$ cat src/flt_pkg.sv
// Types, constants and helper functions of the field/line/time offset converter.
package flt_pkg;

   // field widths of the words on the channels
   localparam int unsigned FieldW   = 4;
   localparam int unsigned LineW    = 11;
   localparam int unsigned TimeW    = 21;
   localparam int unsigned SampleW  = 31;

   // default depth of the queue between front and back
   localparam int unsigned QueueDepth = 4;

   // time scaling: s = trunc((864*t + 625) / 1250)
   localparam int unsigned NumW = 31;
   localparam logic signed [NumW-1:0] NUM_MUL  = 31'sd864;
   localparam logic signed [NumW-1:0] NUM_HALF = 31'sd625;
   // half of the numerator magnitude, divided by 625 through a reciprocal
   localparam int unsigned MagW       = 29;
   localparam int unsigned RecipW     = 30;
   localparam logic [RecipW-1:0] RECIP_K = 30'd879609303;
   localparam int unsigned RecipShift = 39;
   localparam int unsigned ProdW      = MagW + RecipW;
   localparam int unsigned QuotW      = ProdW - RecipShift;

   // placement in the frame
   localparam int unsigned FselW      = 2;
   localparam int unsigned LadjW      = 10;
   localparam int unsigned LoffW      = LineW + 1;
   localparam int unsigned LineLenW   = 19;
   localparam int unsigned LtermW     = 29;
   localparam int unsigned HalfW      = 28;
   localparam int unsigned FrameTermW = 30;
   localparam int unsigned SumW       = 32;

   localparam logic [SampleW-1:0] SAMPLE_MAX = 31'd1105920000;

   // 625-line constants
   localparam logic [QuotW-1:0]    P_TIME_MAX   = 20'd442367;
   localparam logic [HalfW-1:0]    P_HALF_FRAME = 28'd138240000;
   localparam logic [LineLenW-1:0] P_LINE_LEN   = 19'd442368;
   localparam logic [LoffW-1:0]    P_ODD_SHIFT  = 12'd313;
   localparam logic [LoffW-1:0]    P_NEG_ODD    = 12'd624;
   localparam logic [LoffW-1:0]    P_NEG_EVEN   = 12'd312;
   localparam logic [FieldW-1:0]   P_FIELD_WRAP = 4'd7;
   localparam logic signed [LineW-1:0] P_LINE_WIDE   = 11'sd312;
   localparam logic signed [LineW-1:0] P_LINE_NARROW = 11'sd311;

   // 525-line constants
   localparam logic [QuotW-1:0]    N_TIME_MAX   = 20'd439295;
   localparam logic [HalfW-1:0]    N_HALF_FRAME = 28'd115315200;
   localparam logic [LineLenW-1:0] N_LINE_LEN   = 19'd439296;
   localparam logic [LoffW-1:0]    N_ODD_SHIFT  = 12'd263;
   localparam logic [LoffW-1:0]    N_NEG_ODD    = 12'd524;
   localparam logic [LoffW-1:0]    N_NEG_EVEN   = 12'd262;
   localparam logic [FieldW-1:0]   N_FIELD_WRAP = 4'd3;
   localparam logic signed [LineW-1:0] N_LINE_WIDE   = 11'sd262;
   localparam logic signed [LineW-1:0] N_LINE_NARROW = 11'sd261;

   typedef enum logic {
      STD_625 = 1'b0,
      STD_525 = 1'b1
   } std_type;

   // per-word flags decided by the front
   typedef struct packed {
      logic    zero;
      logic    bad;
      logic    minus;
      logic    tzero;
      std_type std;
   } flags_type;

   // one queue entry
   typedef struct packed {
      flags_type         flags;
      logic [MagW-1:0]   mag;
      logic [FselW-1:0]  fsel;
      logic [LadjW-1:0]  ladj;
   } entry_type;

   function automatic logic [QuotW-1:0] time_max(std_type std);
      return (std == STD_525) ? N_TIME_MAX : P_TIME_MAX;
   endfunction

   function automatic logic [LineLenW-1:0] line_len(std_type std);
      return (std == STD_525) ? N_LINE_LEN : P_LINE_LEN;
   endfunction

   // start of the selected field pair: 2 * fsel half frames
   function automatic logic [FrameTermW-1:0] frame_term(std_type std,
                                                         logic [FselW-1:0] fsel);
      logic [FrameTermW-1:0] half;
      half = (std == STD_525) ? FrameTermW'(N_HALF_FRAME) : FrameTermW'(P_HALF_FRAME);
      return FrameTermW'({fsel, 1'b0}) * half;
   endfunction

endpackage

$ cat src/flt_if.sv
// Channel interfaces of the offset converter: request words in, result words out.
interface flt_req_if;
   logic                                valid;
   logic                                ready;
   logic signed [flt_pkg::FieldW-1:0]   field;
   logic signed [flt_pkg::LineW-1:0]    line;
   logic signed [flt_pkg::TimeW-1:0]    time_tenth_ns;

   modport source (output valid, output field, output line, output time_tenth_ns,
                   input ready);
   modport sink   (input valid, input field, input line, input time_tenth_ns,
                   output ready);
endinterface

interface flt_rsp_if;
   logic                          valid;
   logic                          ready;
   logic [flt_pkg::SampleW-1:0]   sample_offset;
   logic                          illegal;

   modport source (output valid, output sample_offset, output illegal, input ready);
   modport sink   (input valid, input sample_offset, input illegal, output ready);
endinterface

$ cat src/flt_front.sv
// Front end: takes request words, checks sign and field/line limits, prepares queue entries.
module flt_front (
   input  flt_pkg::std_type    std,
   input  logic                queue_full,
   flt_req_if.sink             req_if,
   output logic                push,
   output flt_pkg::entry_type  push_entry
);

   logic signed [flt_pkg::FieldW-1:0] f;
   logic signed [flt_pkg::LineW-1:0]  l;
   logic signed [flt_pkg::TimeW-1:0]  t;
   logic                              f_le, l_le, t_le;
   logic                              all_le, all_ge, all_zero, minus;
   logic                              line_ok;
   logic signed [flt_pkg::NumW-1:0]   num;
   logic [flt_pkg::NumW-1:0]          num_mag;
   logic [flt_pkg::FieldW-1:0]        wrap;
   logic [flt_pkg::FieldW-1:0]        f_adj;
   logic [flt_pkg::LoffW-1:0]         l_off;
   logic [flt_pkg::LoffW-1:0]         l_sum;

   assign f = req_if.field;
   assign l = req_if.line;
   assign t = req_if.time_tenth_ns;

   // accept whenever the queue has room
   assign req_if.ready = !queue_full;
   assign push         = req_if.valid && !queue_full;

   // sign classification
   assign f_le     = f[flt_pkg::FieldW-1] || (f == '0);
   assign l_le     = l[flt_pkg::LineW-1]  || (l == '0);
   assign t_le     = t[flt_pkg::TimeW-1]  || (t == '0);
   assign all_le   = f_le && l_le && t_le;
   assign all_ge   = !f[flt_pkg::FieldW-1] && !l[flt_pkg::LineW-1] && !t[flt_pkg::TimeW-1];
   assign all_zero = (f == '0) && (l == '0) && (t == '0);
   assign minus    = all_le;

   // field and line limits per standard
   always_comb begin
      line_ok = 1'b0;
      if (std == flt_pkg::STD_625) begin
         case (f)
            4'sd0: line_ok = minus ? (l >= -flt_pkg::P_LINE_NARROW)
                                   : (l <= flt_pkg::P_LINE_WIDE);
            -4'sd1, -4'sd3, 4'sd2:
               line_ok = (l >= -flt_pkg::P_LINE_WIDE) && (l <= flt_pkg::P_LINE_WIDE);
            -4'sd2, 4'sd1, 4'sd3:
               line_ok = (l >= -flt_pkg::P_LINE_NARROW) && (l <= flt_pkg::P_LINE_NARROW);
            4'sd4:   line_ok = l_le && t_le;
            default: line_ok = 1'b0;
         endcase
      end else begin
         case (f)
            4'sd0: line_ok = minus ? (l >= -flt_pkg::N_LINE_NARROW)
                                   : (l <= flt_pkg::N_LINE_WIDE);
            -4'sd1:
               line_ok = (l >= -flt_pkg::N_LINE_WIDE) && (l <= flt_pkg::N_LINE_WIDE);
            4'sd1:
               line_ok = (l >= -flt_pkg::N_LINE_NARROW) && (l <= flt_pkg::N_LINE_NARROW);
            4'sd2:   line_ok = l_le && t_le;
            default: line_ok = 1'b0;
         endcase
      end
   end

   // time numerator and half its magnitude
   assign num     = flt_pkg::NumW'(t) * flt_pkg::NUM_MUL + flt_pkg::NUM_HALF;
   assign num_mag = num[flt_pkg::NumW-1] ? unsigned'(-num) : unsigned'(num);

   // wrap negative offsets into the frame, fold odd fields onto even ones
   always_comb begin
      wrap = '0;
      if (minus) begin
         wrap = (std == flt_pkg::STD_525) ? flt_pkg::N_FIELD_WRAP : flt_pkg::P_FIELD_WRAP;
      end
   end

   assign f_adj = unsigned'(f) + wrap;

   always_comb begin
      l_off = '0;
      if (std == flt_pkg::STD_525) begin
         if (minus) begin
            l_off = f_adj[0] ? flt_pkg::N_NEG_ODD : flt_pkg::N_NEG_EVEN;
         end else if (f_adj[0]) begin
            l_off = flt_pkg::N_ODD_SHIFT;
         end
      end else begin
         if (minus) begin
            l_off = f_adj[0] ? flt_pkg::P_NEG_ODD : flt_pkg::P_NEG_EVEN;
         end else if (f_adj[0]) begin
            l_off = flt_pkg::P_ODD_SHIFT;
         end
      end
   end

   assign l_sum = unsigned'(flt_pkg::LoffW'(l)) + l_off;

   // pack the entry
   always_comb begin
      push_entry.flags.zero  = all_zero;
      push_entry.flags.bad   = !all_zero && (!(all_le || all_ge) || !line_ok);
      push_entry.flags.minus = minus;
      push_entry.flags.tzero = (t == '0);
      push_entry.flags.std   = std;
      push_entry.mag         = num_mag[flt_pkg::MagW:1];
      push_entry.fsel        = f_adj[flt_pkg::FselW:1];
      push_entry.ladj        = l_sum[flt_pkg::LadjW-1:0];
   end

endmodule

$ cat src/flt_queue.sv
// Small first-in first-out queue of classified words between front and back.
module flt_queue #(
   parameter int unsigned DEPTH = flt_pkg::QueueDepth
) (
   input  logic                clock,
   input  logic                reset,
   input  logic                push,
   input  flt_pkg::entry_type  push_entry,
   output logic                full,
   input  logic                pop,
   output logic                head_valid,
   output flt_pkg::entry_type  head_entry
);

   localparam int unsigned IdxW = $clog2(DEPTH);
   localparam int unsigned CntW = $clog2(DEPTH + 1);

   flt_pkg::entry_type store [DEPTH];

   logic [IdxW-1:0] wr_ptr_ff, wr_ptr_in;
   logic [IdxW-1:0] rd_ptr_ff, rd_ptr_in;
   logic [CntW-1:0] count_ff,  count_in;

   assign full       = (count_ff == CntW'(DEPTH));
   assign head_valid = (count_ff != '0);
   assign head_entry = store[rd_ptr_ff];

   // write the entry storage
   always_ff @(posedge clock) begin
      if (push) begin
         store[wr_ptr_ff] <= push_entry;
      end
   end

   // advance pointers and occupancy
   always_comb begin
      wr_ptr_in = wr_ptr_ff;
      rd_ptr_in = rd_ptr_ff;
      if (push) begin
         wr_ptr_in = (wr_ptr_ff == IdxW'(DEPTH - 1)) ? '0 : wr_ptr_ff + 1'b1;
      end
      if (pop) begin
         rd_ptr_in = (rd_ptr_ff == IdxW'(DEPTH - 1)) ? '0 : rd_ptr_ff + 1'b1;
      end
      case ({push, pop})
         2'b10:   count_in = count_ff + 1'b1;
         2'b01:   count_in = count_ff - 1'b1;
         default: count_in = count_ff;
      endcase
   end

   always_ff @(posedge clock) begin
      if (reset) begin
         wr_ptr_ff <= '0;
         rd_ptr_ff <= '0;
         count_ff  <= '0;
      end else begin
         wr_ptr_ff <= wr_ptr_in;
         rd_ptr_ff <= rd_ptr_in;
         count_ff  <= count_in;
      end
   end

endmodule

$ cat src/flt_back.sv
// Back end: scales time, checks the time limit, places the offset in the frame.
module flt_back (
   input  logic                clock,
   input  logic                reset,
   input  logic                head_valid,
   input  flt_pkg::entry_type  head_entry,
   output logic                pop,
   flt_rsp_if.source           rsp_if
);

   // first stage: products
   logic                              s1_valid_ff, s1_valid_in;
   flt_pkg::flags_type                s1_flags_ff;
   logic [flt_pkg::ProdW-1:0]         s1_prod_ff;
   logic [flt_pkg::LtermW-1:0]        s1_lterm_ff;
   logic [flt_pkg::FrameTermW-1:0]    s1_fterm_ff;

   // second stage: result word
   logic                              rsp_valid_ff, rsp_valid_in;
   logic [flt_pkg::SampleW-1:0]       rsp_sample_ff, rsp_sample_in;
   logic                              rsp_illegal_ff, rsp_illegal_in;

   logic                              out_free, s1_free;
   logic [flt_pkg::QuotW-1:0]         quot;
   logic                              time_bad;
   logic signed [flt_pkg::SumW-1:0]   s_term, total;

   // stall control
   assign out_free = !rsp_valid_ff || rsp_if.ready;
   assign s1_free  = !s1_valid_ff || out_free;
   assign pop      = head_valid && s1_free;

   assign s1_valid_in  = s1_free ? head_valid : s1_valid_ff;
   assign rsp_valid_in = out_free ? s1_valid_ff : rsp_valid_ff;

   // load products
   always_ff @(posedge clock) begin
      if (s1_free) begin
         s1_flags_ff <= head_entry.flags;
         s1_prod_ff  <= flt_pkg::ProdW'(head_entry.mag) * flt_pkg::ProdW'(flt_pkg::RECIP_K);
         s1_lterm_ff <= flt_pkg::LtermW'(head_entry.ladj)
                      * flt_pkg::LtermW'(flt_pkg::line_len(head_entry.flags.std));
         s1_fterm_ff <= flt_pkg::frame_term(head_entry.flags.std, head_entry.fsel);
      end
   end

   // quotient, time limit and final sum
   assign quot     = s1_prod_ff[flt_pkg::ProdW-1:flt_pkg::RecipShift];
   assign time_bad = quot > flt_pkg::time_max(s1_flags_ff.std);

   always_comb begin
      if (s1_flags_ff.minus) begin
         s_term = signed'(flt_pkg::SumW'(flt_pkg::time_max(s1_flags_ff.std)))
                - signed'(flt_pkg::SumW'(quot))
                + signed'(flt_pkg::SumW'(s1_flags_ff.tzero));
      end else begin
         s_term = signed'(flt_pkg::SumW'(quot));
      end
      total = s_term + signed'(flt_pkg::SumW'(s1_fterm_ff))
                     + signed'(flt_pkg::SumW'(s1_lterm_ff));
   end

   always_comb begin
      if (s1_flags_ff.zero) begin
         rsp_illegal_in = 1'b0;
         rsp_sample_in  = '0;
      end else if (s1_flags_ff.bad || time_bad || total[flt_pkg::SumW-1]) begin
         rsp_illegal_in = 1'b1;
         rsp_sample_in  = '0;
      end else begin
         rsp_illegal_in = 1'b0;
         rsp_sample_in  = total[flt_pkg::SampleW-1:0];
      end
   end

   // hold the result word until taken
   always_ff @(posedge clock) begin
      if (out_free) begin
         rsp_sample_ff  <= rsp_sample_in;
         rsp_illegal_ff <= rsp_illegal_in;
      end
   end

   always_ff @(posedge clock) begin
      if (reset) begin
         s1_valid_ff  <= 1'b0;
         rsp_valid_ff <= 1'b0;
      end else begin
         s1_valid_ff  <= s1_valid_in;
         rsp_valid_ff <= rsp_valid_in;
      end
   end

   assign rsp_if.valid         = rsp_valid_ff;
   assign rsp_if.sample_offset = rsp_sample_ff;
   assign rsp_if.illegal       = rsp_illegal_ff;

endmodule

$ cat src/field_line_time_to_samples.sv
// Top level of the field/line/time offset to sample delay converter.
//
// Usage:
//   req_if carries one offset word (field, line, time_tenth_ns, all signed) under a
//   valid/ready handshake; rsp_if returns one word per request (sample_offset in
//   1/256 of a 27 MHz sample, illegal flag) in request order.
//   csr_wr_en/csr_wr_data write line_standard (0: 625-line, 1: 525-line); write it
//   only while no word is in flight.
//   Path: queue, multiply stage, result register, then rsp_if. Throughput: one
//   word per cycle while rsp_if.ready is high; the back end has one multiply stage
//   and one sum/compare stage, each taking a word every cycle unless stalled.
//   Stall: while rsp_if.ready is low the result word holds, the two back stages
//   fill, and the four-entry queue keeps taking words; req_if.ready drops only
//   when that queue is full.
//   Reset: synchronous; empties the queue and both back stages and sets
//   line_standard to 625-line timing. No clearing pass is needed.
module field_line_time_to_samples #(
   parameter int unsigned QUEUE_DEPTH = flt_pkg::QueueDepth
) (
   input  logic       clock,
   input  logic       reset,
   input  logic       csr_wr_en,
   input  logic       csr_wr_data,
   flt_req_if.sink    req_if,
   flt_rsp_if.source  rsp_if
);

   flt_pkg::std_type    line_standard_ff, line_standard_in;
   logic                push, queue_full, pop, head_valid;
   flt_pkg::entry_type  push_entry, head_entry;

   // configuration register
   assign line_standard_in = csr_wr_en ? flt_pkg::std_type'(csr_wr_data) : line_standard_ff;

   always_ff @(posedge clock) begin
      if (reset) begin
         line_standard_ff <= flt_pkg::STD_625;
      end else begin
         line_standard_ff <= line_standard_in;
      end
   end

   flt_front u_front (
      .std        (line_standard_ff),
      .queue_full (queue_full),
      .req_if     (req_if),
      .push       (push),
      .push_entry (push_entry)
   );

   flt_queue #(
      .DEPTH (QUEUE_DEPTH)
   ) u_queue (
      .clock      (clock),
      .reset      (reset),
      .push       (push),
      .push_entry (push_entry),
      .full       (queue_full),
      .pop        (pop),
      .head_valid (head_valid),
      .head_entry (head_entry)
   );

   flt_back u_back (
      .clock      (clock),
      .reset      (reset),
      .head_valid (head_valid),
      .head_entry (head_entry),
      .pop        (pop),
      .rsp_if     (rsp_if)
   );

endmodule

$ cat src/flat_wrapper.sv
// flat-port wrapper written by rule: the top's interface ports become plain ports
module field_line_time_to_samples_flat 
#(
   parameter int unsigned QUEUE_DEPTH = flt_pkg::QueueDepth
)
  (clock, reset, csr_wr_en, csr_wr_data, req_if_valid, req_if_field, req_if_line, req_if_time_tenth_ns, req_if_ready, rsp_if_valid, rsp_if_sample_offset, rsp_if_illegal, rsp_if_ready);
  flt_req_if req_if_i ();
  flt_rsp_if rsp_if_i ();
  input  logic clock;
  input  logic reset;
  input  logic csr_wr_en;
  input  logic csr_wr_data;
  input wire logic [$bits(req_if_i.valid)-1:0] req_if_valid;
  input wire logic [$bits(req_if_i.field)-1:0] req_if_field;
  input wire logic [$bits(req_if_i.line)-1:0] req_if_line;
  input wire logic [$bits(req_if_i.time_tenth_ns)-1:0] req_if_time_tenth_ns;
  output wire logic [$bits(req_if_i.ready)-1:0] req_if_ready;
  output wire logic [$bits(rsp_if_i.valid)-1:0] rsp_if_valid;
  output wire logic [$bits(rsp_if_i.sample_offset)-1:0] rsp_if_sample_offset;
  output wire logic [$bits(rsp_if_i.illegal)-1:0] rsp_if_illegal;
  input wire logic [$bits(rsp_if_i.ready)-1:0] rsp_if_ready;
  assign req_if_i.valid = req_if_valid;
  assign req_if_i.field = req_if_field;
  assign req_if_i.line = req_if_line;
  assign req_if_i.time_tenth_ns = req_if_time_tenth_ns;
  assign req_if_ready = req_if_i.ready;
  assign rsp_if_valid = rsp_if_i.valid;
  assign rsp_if_sample_offset = rsp_if_i.sample_offset;
  assign rsp_if_illegal = rsp_if_i.illegal;
  assign rsp_if_i.ready = rsp_if_ready;
  field_line_time_to_samples #(.QUEUE_DEPTH(QUEUE_DEPTH)) u_core (.clock(clock), .reset(reset), .csr_wr_en(csr_wr_en), .csr_wr_data(csr_wr_data), .req_if(req_if_i), .rsp_if(rsp_if_i));
endmodule
$ cat config.mk
export PLATFORM = sky130hd
export DESIGN_NAME = field_line_time_to_samples_flat
export DESIGN_NICKNAME = d
export VERILOG_FILES = /design/src/flt_pkg.sv /design/src/flt_if.sv /design/src/flt_front.sv /design/src/flt_queue.sv /design/src/flt_back.sv /design/src/field_line_time_to_samples.sv /design/src/flat_wrapper.sv
export SDC_FILE = /design/constraint.sdc
export NUM_CORES = 2
export LEC_CHECK = 0
export BUFFER_PORTS_ARGS = -buffer_cell sky130_fd_sc_hd__buf_2
export CORE_ASPECT_RATIO = 0.75
export CORE_MARGIN = 3
export CORE_UTILIZATION = 45
export DETAILED_ROUTE_END_ITERATION = 10
export PLACE_DENSITY_LB_ADDON = 0.12
export SYNTH_ARGS = -nofsm -noshare
export SYNTH_HDL_FRONTEND = slang
export SYNTH_SLANG_ARGS = --single-unit
$ cat constraint.sdc
create_clock -name clock -period 21.8 [get_ports clock]
set_input_delay 6.54 -clock clock [delete_from_list [all_inputs] [get_ports clock]]
set_output_delay 6.54 -clock clock [all_outputs]
set_load 0.02 [all_outputs]
; Yosys cells after proc, flatten, opt, wreduce, memory -nomap -nowiden
; Memories as Yosys holds them, arrays and structs flattened. A register that Yosys moved wholly into a read port is not among the register bits.
; Index checks and enable logic that the tools add are counted.
[classes]
addsub = 12
mul = 4
n_lt_le_gt_ge = 9
eq_ne = 12
mux = 27
reduce_logical = 40
[op_table]
columns = cell, n
row1 = $mul A29 B30 Y59 const B, 1
row2 = $mux W10, 5
row3 = $ge A11 B10 Y1 const B, 4
row4 = $le A11 B10 Y1 const B, 4
row5 = $add A32 B30 Y32, 1
row6 = $add A32 B31 Y32, 1
row7 = $mux W32, 1
row8 = $add A31 B11 Y31 const B, 1
row9 = $mux W30, 1
row10 = $neg A30 Y30, 1
row11 = $mul A10 B19 Y29, 1
row12 = $mul A2 B28 Y29, 1
row13 = $mux W28, 1
row14 = $mul A21 B6 Y26 const B, 1
row15 = $add A21 B2 Y22, 1
row16 = $logic_not A21 Y1, 1
row17 = $sub A19 B20 Y21, 1
row18 = $gt A20 B20 Y1, 1
row19 = $mux W9, 2
row20 = $mux W15, 1
row21 = $logic_and A1 B1 Y1, 14
row22 = $eq A4 B4 Y1 const B, 3
row23 = $mux W12, 1
row24 = $logic_not A11 Y1, 1
row25 = other kinds (23), 54
[word_totals]
register_bits = 164
ramBits = 184
mem_count = 1
[mem_list]
columns = name, words, width, rd, rd_clocked_by_memory_dff, wr, line_no
row1 = u_core.u_queue.store, 4, 46, 1, 1, 1, flt_queue.sv:18  ; flt_pkg::entry_type store [DEPTH];

; Depth between registers and ports, before layout
[depth]
depth_word = 10
ltp_mapped = 31
depth_no_buf = 28

; Cells and area by module
; From an unflattened synthesis, not the netlist that was laid out.
[unflattened]
hier_cells = 3222
hier_area_um2 = 35539.1
[modules_own_cells]
columns = module, instances, cells_each, area_each_um2, seq_area_each_um2
row1 = flt_back, 1, 2326, 23699.0, 2832.7
row2 = flt_queue, 1, 284, 7140.6, 5705.5
row3 = flt_front, 1, 609, 4665.7, 0.0
row4 = field_line_time_to_samples, 1, 3, 33.8, 20.0

; Worst setup path after synthesis
; Ideal clock, no wire load.
[synth_path]
path_type = input-to-reg
start = input req_if_time_tenth_ns[4]
end = memory u_core.u_queue.store[0][23] in the netlist's numbering, data pin
arrival_ns = 10.922
path_slack_ns = 10.600
stages = 19
path_buffers = 2
cell_sequence = inv_1 ha_1 inv_1 fa_1 inv_1 fa_1 ha_1 a21o_1 or3_1 o22a_2 xor2_2 nand3_2 nor4_2 nand4_1 and4bb_1 and3_1 buf_6 buf_12 xnor3_1
[synth_lines]
columns = element, line_no
row1 = from (decl), flat_wrapper.sv:16  ; input wire logic [$bits(req_if_i.time_tenth_ns)-1:0] req_if_time_tenth_ns;
row2 = to (decl), flt_queue.sv:18

==> flow_summary_export.csv <==
group,metric,value,unit
critical_path,critical_path.max_fanout,27,
route,wl_cell,20.6,µm
cts,ctsHoldBuffers,0,
critical_path,crit_buf_inv,4,
critical_path,timing.critical_path.max_delay_family,"simple AND/OR/NAND/NOR gates",
synthesis,synth_edf_count,270,
route,drtAntennaViolNets,0,
cells_and_area,multiInputGateArea,0.0235,mm²
synthesis,average_instance_area_after_synthesis,11.1,µm²
synthesis,synthesis.instances,3174,
cells_and_area,layout_commonest_cell,"inv_1",
critical_path,critical_path.most_common_cell,"inv_1",
die,die_w,329,µm
cts,cts_repair_resize_count,0,
timing,finalClockSkew,0.0465,ns
global_routing,wire_length_of_the_first_global_routing_pass,137000,µm
route,avgViaCountPerCell,5.16,
die,design.core.area,0.0772,mm²
critical_path,worstSetupPathType,"input port to flip-flop",
critical_path,flop_to_flop_setup_slack,12.17,ns
synthesis,syn_area,0.0352,mm²
synthesis,synth_top_area_cell,"fa_1",
timing,drv_slew,0,
cells_and_area,insertedDiodeCount,0,
cts,clk_pin_slew,0.06,ns
synthesis,synth_ff_type,"edfxtp_1",
critical_path,crit_path_cell_trace,"buf_2 -> inv_1 -> ha_1 -> inv_1 -> fa_1 -> inv_1 -> fa_1 -> ha_1 -> a21o_1 -> or3_1 -> o22a_2 -> xor2_2 -> nand3_2 -> nor4_2 -> nand4_1 -> and4bb_1 -> and3_2 -> xnor3_1",
cts,cts.htree.levels,1,
cts,clk_root_buffer_cell,"clkbuf_16",
synthesis,synth.lib_cells_used.distinct,82,
cts,cts_made_buffers,30,
critical_path,crit_end_category,"flip-flop",
global_routing,number_of_antenna_violations_at_the_first_check_in_global_routing,1,
route,route.detailed.drc,0,
cts,cts_tree,"yes",
timing,finalWorstPathRequiredPeriod,11.65,ns
timing,max_freq,0.0859,GHz
timing,final.period_utilization,0.534,
synthesis,ys_seq_area_frac,0.237,
critical_path,cp_data_required_time,22.12,ns
timing,finalSetupViolations,0,
route,drt_pass1_iterations,5,
route,via_count,22200,
critical_path,startpoint_type,"input port",
cells_and_area,syn2layout_area_growth,7.26,%
die,die_height,248,µm
timing,grt_setup_unrepaired,"no",
cells_and_area,share_of_post_route_cells_with_drive_strength_above_1,0.0643,
global_routing,number_of_global_route_vias_before_repair,22800,
cts,clkLatencyLatePin,0.61,ns
cts,cts_post_setup_buffers_inserted,0,
place,io_buffers,75,
synthesis,synth.net_count,4205,
synthesis,ys_seq_elements,282,
synthesis,synth_warnings,0,
critical_path,critPathArrivalTime,11.97,ns
synthesis,async_flop_share,0,
timing,worstMarginPinSlew,1.04,ns
die,num_rows,88,
route,finalWirelength,88500,µm
die,total_die_area,0.0816,mm²
cells_and_area,finalNetCount,4275,
synthesis,synthTopCellsByArea,"fa_1, edfxtp_1, ha_1",
timing,relSlewSlack,0.308,
place,place_congestion,0.931,
global_routing,global_route.overflow_total,0,
critical_path,timing.critical_path.slowest_stage_cell,"and3_2",
die,start_util,0.456,
cts,clock_sinks,282,
timing,final-hold-violation-count,0,
cts,cts.path.max_buffers,3,
global_routing,overall_global_routing_resource_usage,0.222,
cells_and_area,filler_cell_count,6968,
cells_and_area,register_area,0.00835,mm²
cells_and_area,leading_cell_types_in_the_layout_fill_and_taps_excluded,"inv_1, ha_1, fa_1, edfxtp_1, nor2_1",
place,hpwlAfterDp,75300,µm
outcome,run_status,"complete, no violations",
critical_path,cp_slowest_stage_delay,0.88,ns
die,io_pins,76,
synthesis,yosysTopAreaCellShare,0.270,
run,drv.max_cap_violation_count,0,
timing,setup_total_negative_slack,0,ns
global_routing,grt_max_degree,58,
hold_path,hold_class,"flip-flop to flip-flop",
route,drt_first_iter_violations,1717,
## final cells by class
type | instances | area share
flip-flops and latches | 282 | 0.221
inverters | 826 | 0.0822
clock buffers | 41 | 0.0215
repair buffers | 86 | 0.0121
clock inverters | 15 | 0.00508
multi-input cells | 2018 | 0.623
well taps | 1035 | 0.0343
## worst paths after layout
path,startpoint,end,cells after the start
worst max-delay path,req_if_time_tenth_ns[4],u_core.u_queue.store[0][34],18
worst min-delay path,u_core.u_back.s1_valid_ff,u_core.u_back.rsp_if.valid,2
worst max register to register,flip-flop,u_core.u_back.s1_prod_ff[46],25
worst min register to register,u_core.u_back.s1_valid_ff,u_core.u_back.rsp_if.valid,2
## metal layers
metal / vias up / wire length, µm / GRT usage
met2: 511 / 32700 / 0.283
met4: 0 / 820 / 0.0236
met3: 49 / 7660 / 0.0674
met1: 11100 / 47400 / 0.370
met5: - / 0 / 0
li1: 10500 / - / -
## sequential cells by signal, indices dropped and copies added (netlist names), named ones only
name	flops
u_core.u_back.s1_flags_ff	5
u_core.u_back.rsp_if.valid	1
u_core.line_standard_ff	1
u_core.u_back.rsp_if.illegal	1
u_core.u_back.rsp_if.sample_offset	31
u_core.u_queue.count_ff	3
u_core.u_queue.wr_ptr_ff	2
u_core.u_back.s1_valid_ff	1
u_core.u_back.s1_prod_ff	20
u_core.u_queue.rd_ptr_ff	2
u_core.u_back.s1_fterm_ff	18
u_core.u_back.s1_lterm_ff	19
u_core.u_queue.store	176
## kinds of logic after synthesis
logic type      synth area share
fa+ha+maj                  0.453
other cells             0.000107
simple gates              0.0627
compound gates            0.0696
xor+xnor                  0.0496
flops                      0.237
mux                       0.0325
buf+inv                   0.0946
## through the flow
step	utilization	instance area (µm²)	instances	hold slack (ns)	setup slack, ns
floorplan	-	35200	3174	0.458	10.60
global placement	0.476	36700	4247	0.490	9.60
detailed placement	0.476	36700	4247	0.504	9.54
CTS	0.489	37700	4303	0.513	10.18
global route	0.489	37700	4303	0.541	9.86
finish	0.489	37700	4303	0.520	10.15
## worst reg2reg max path, cell delays in order (launching register included)
cell and delay (ns):
dfxtp_4 0.39, buf_4 0.67, mux4_2 0.81, inv_1 0.23, fa_1 0.45, inv_1 0.21, fa_1 0.46, inv_1 0.15
fa_1 0.47, fa_1 0.55, fa_1 0.46, fa_1 0.50, fa_1 0.54, inv_1 0.05, fa_1 0.50, inv_1 0.04
ha_1 0.34, a211oi_1 0.22, nand2_1 0.12, a2111oi_0 0.36, o21ai_0 0.26, o21ai_0 0.45, a21boi_0 0.28, o31a_1 0.34
or4_1 0.40, o311ai_0 0.12
## Yosys cell counts, types with 8 or more instances
master    instances
a211oi_1         18
a21o_1           45
a21oi_1         116
a31oi_1          12
and2_1           17
and3_1           23
clkbuf_1         36
dfxtp_1          12
edfxtp_1        270
fa_1            474
ha_1            515
inv_1           826
mux4_2           45
nand2_1          83
nand2b_1         17
nand3_1          19
nand3b_1          8
nand4_1          28
nor2_1          123
nor2b_1          29
nor3_1           38
nor4_1            8
o21a_1           13
o21ai_0          67
o21bai_1         21
or3_1            10
xnor2_1          72
xnor3_1          25
xor2_1           59
Power is left out: the tool's default activity adds up to more than one toggle a clock period on the data nets, which glitch-free logic cannot reach.
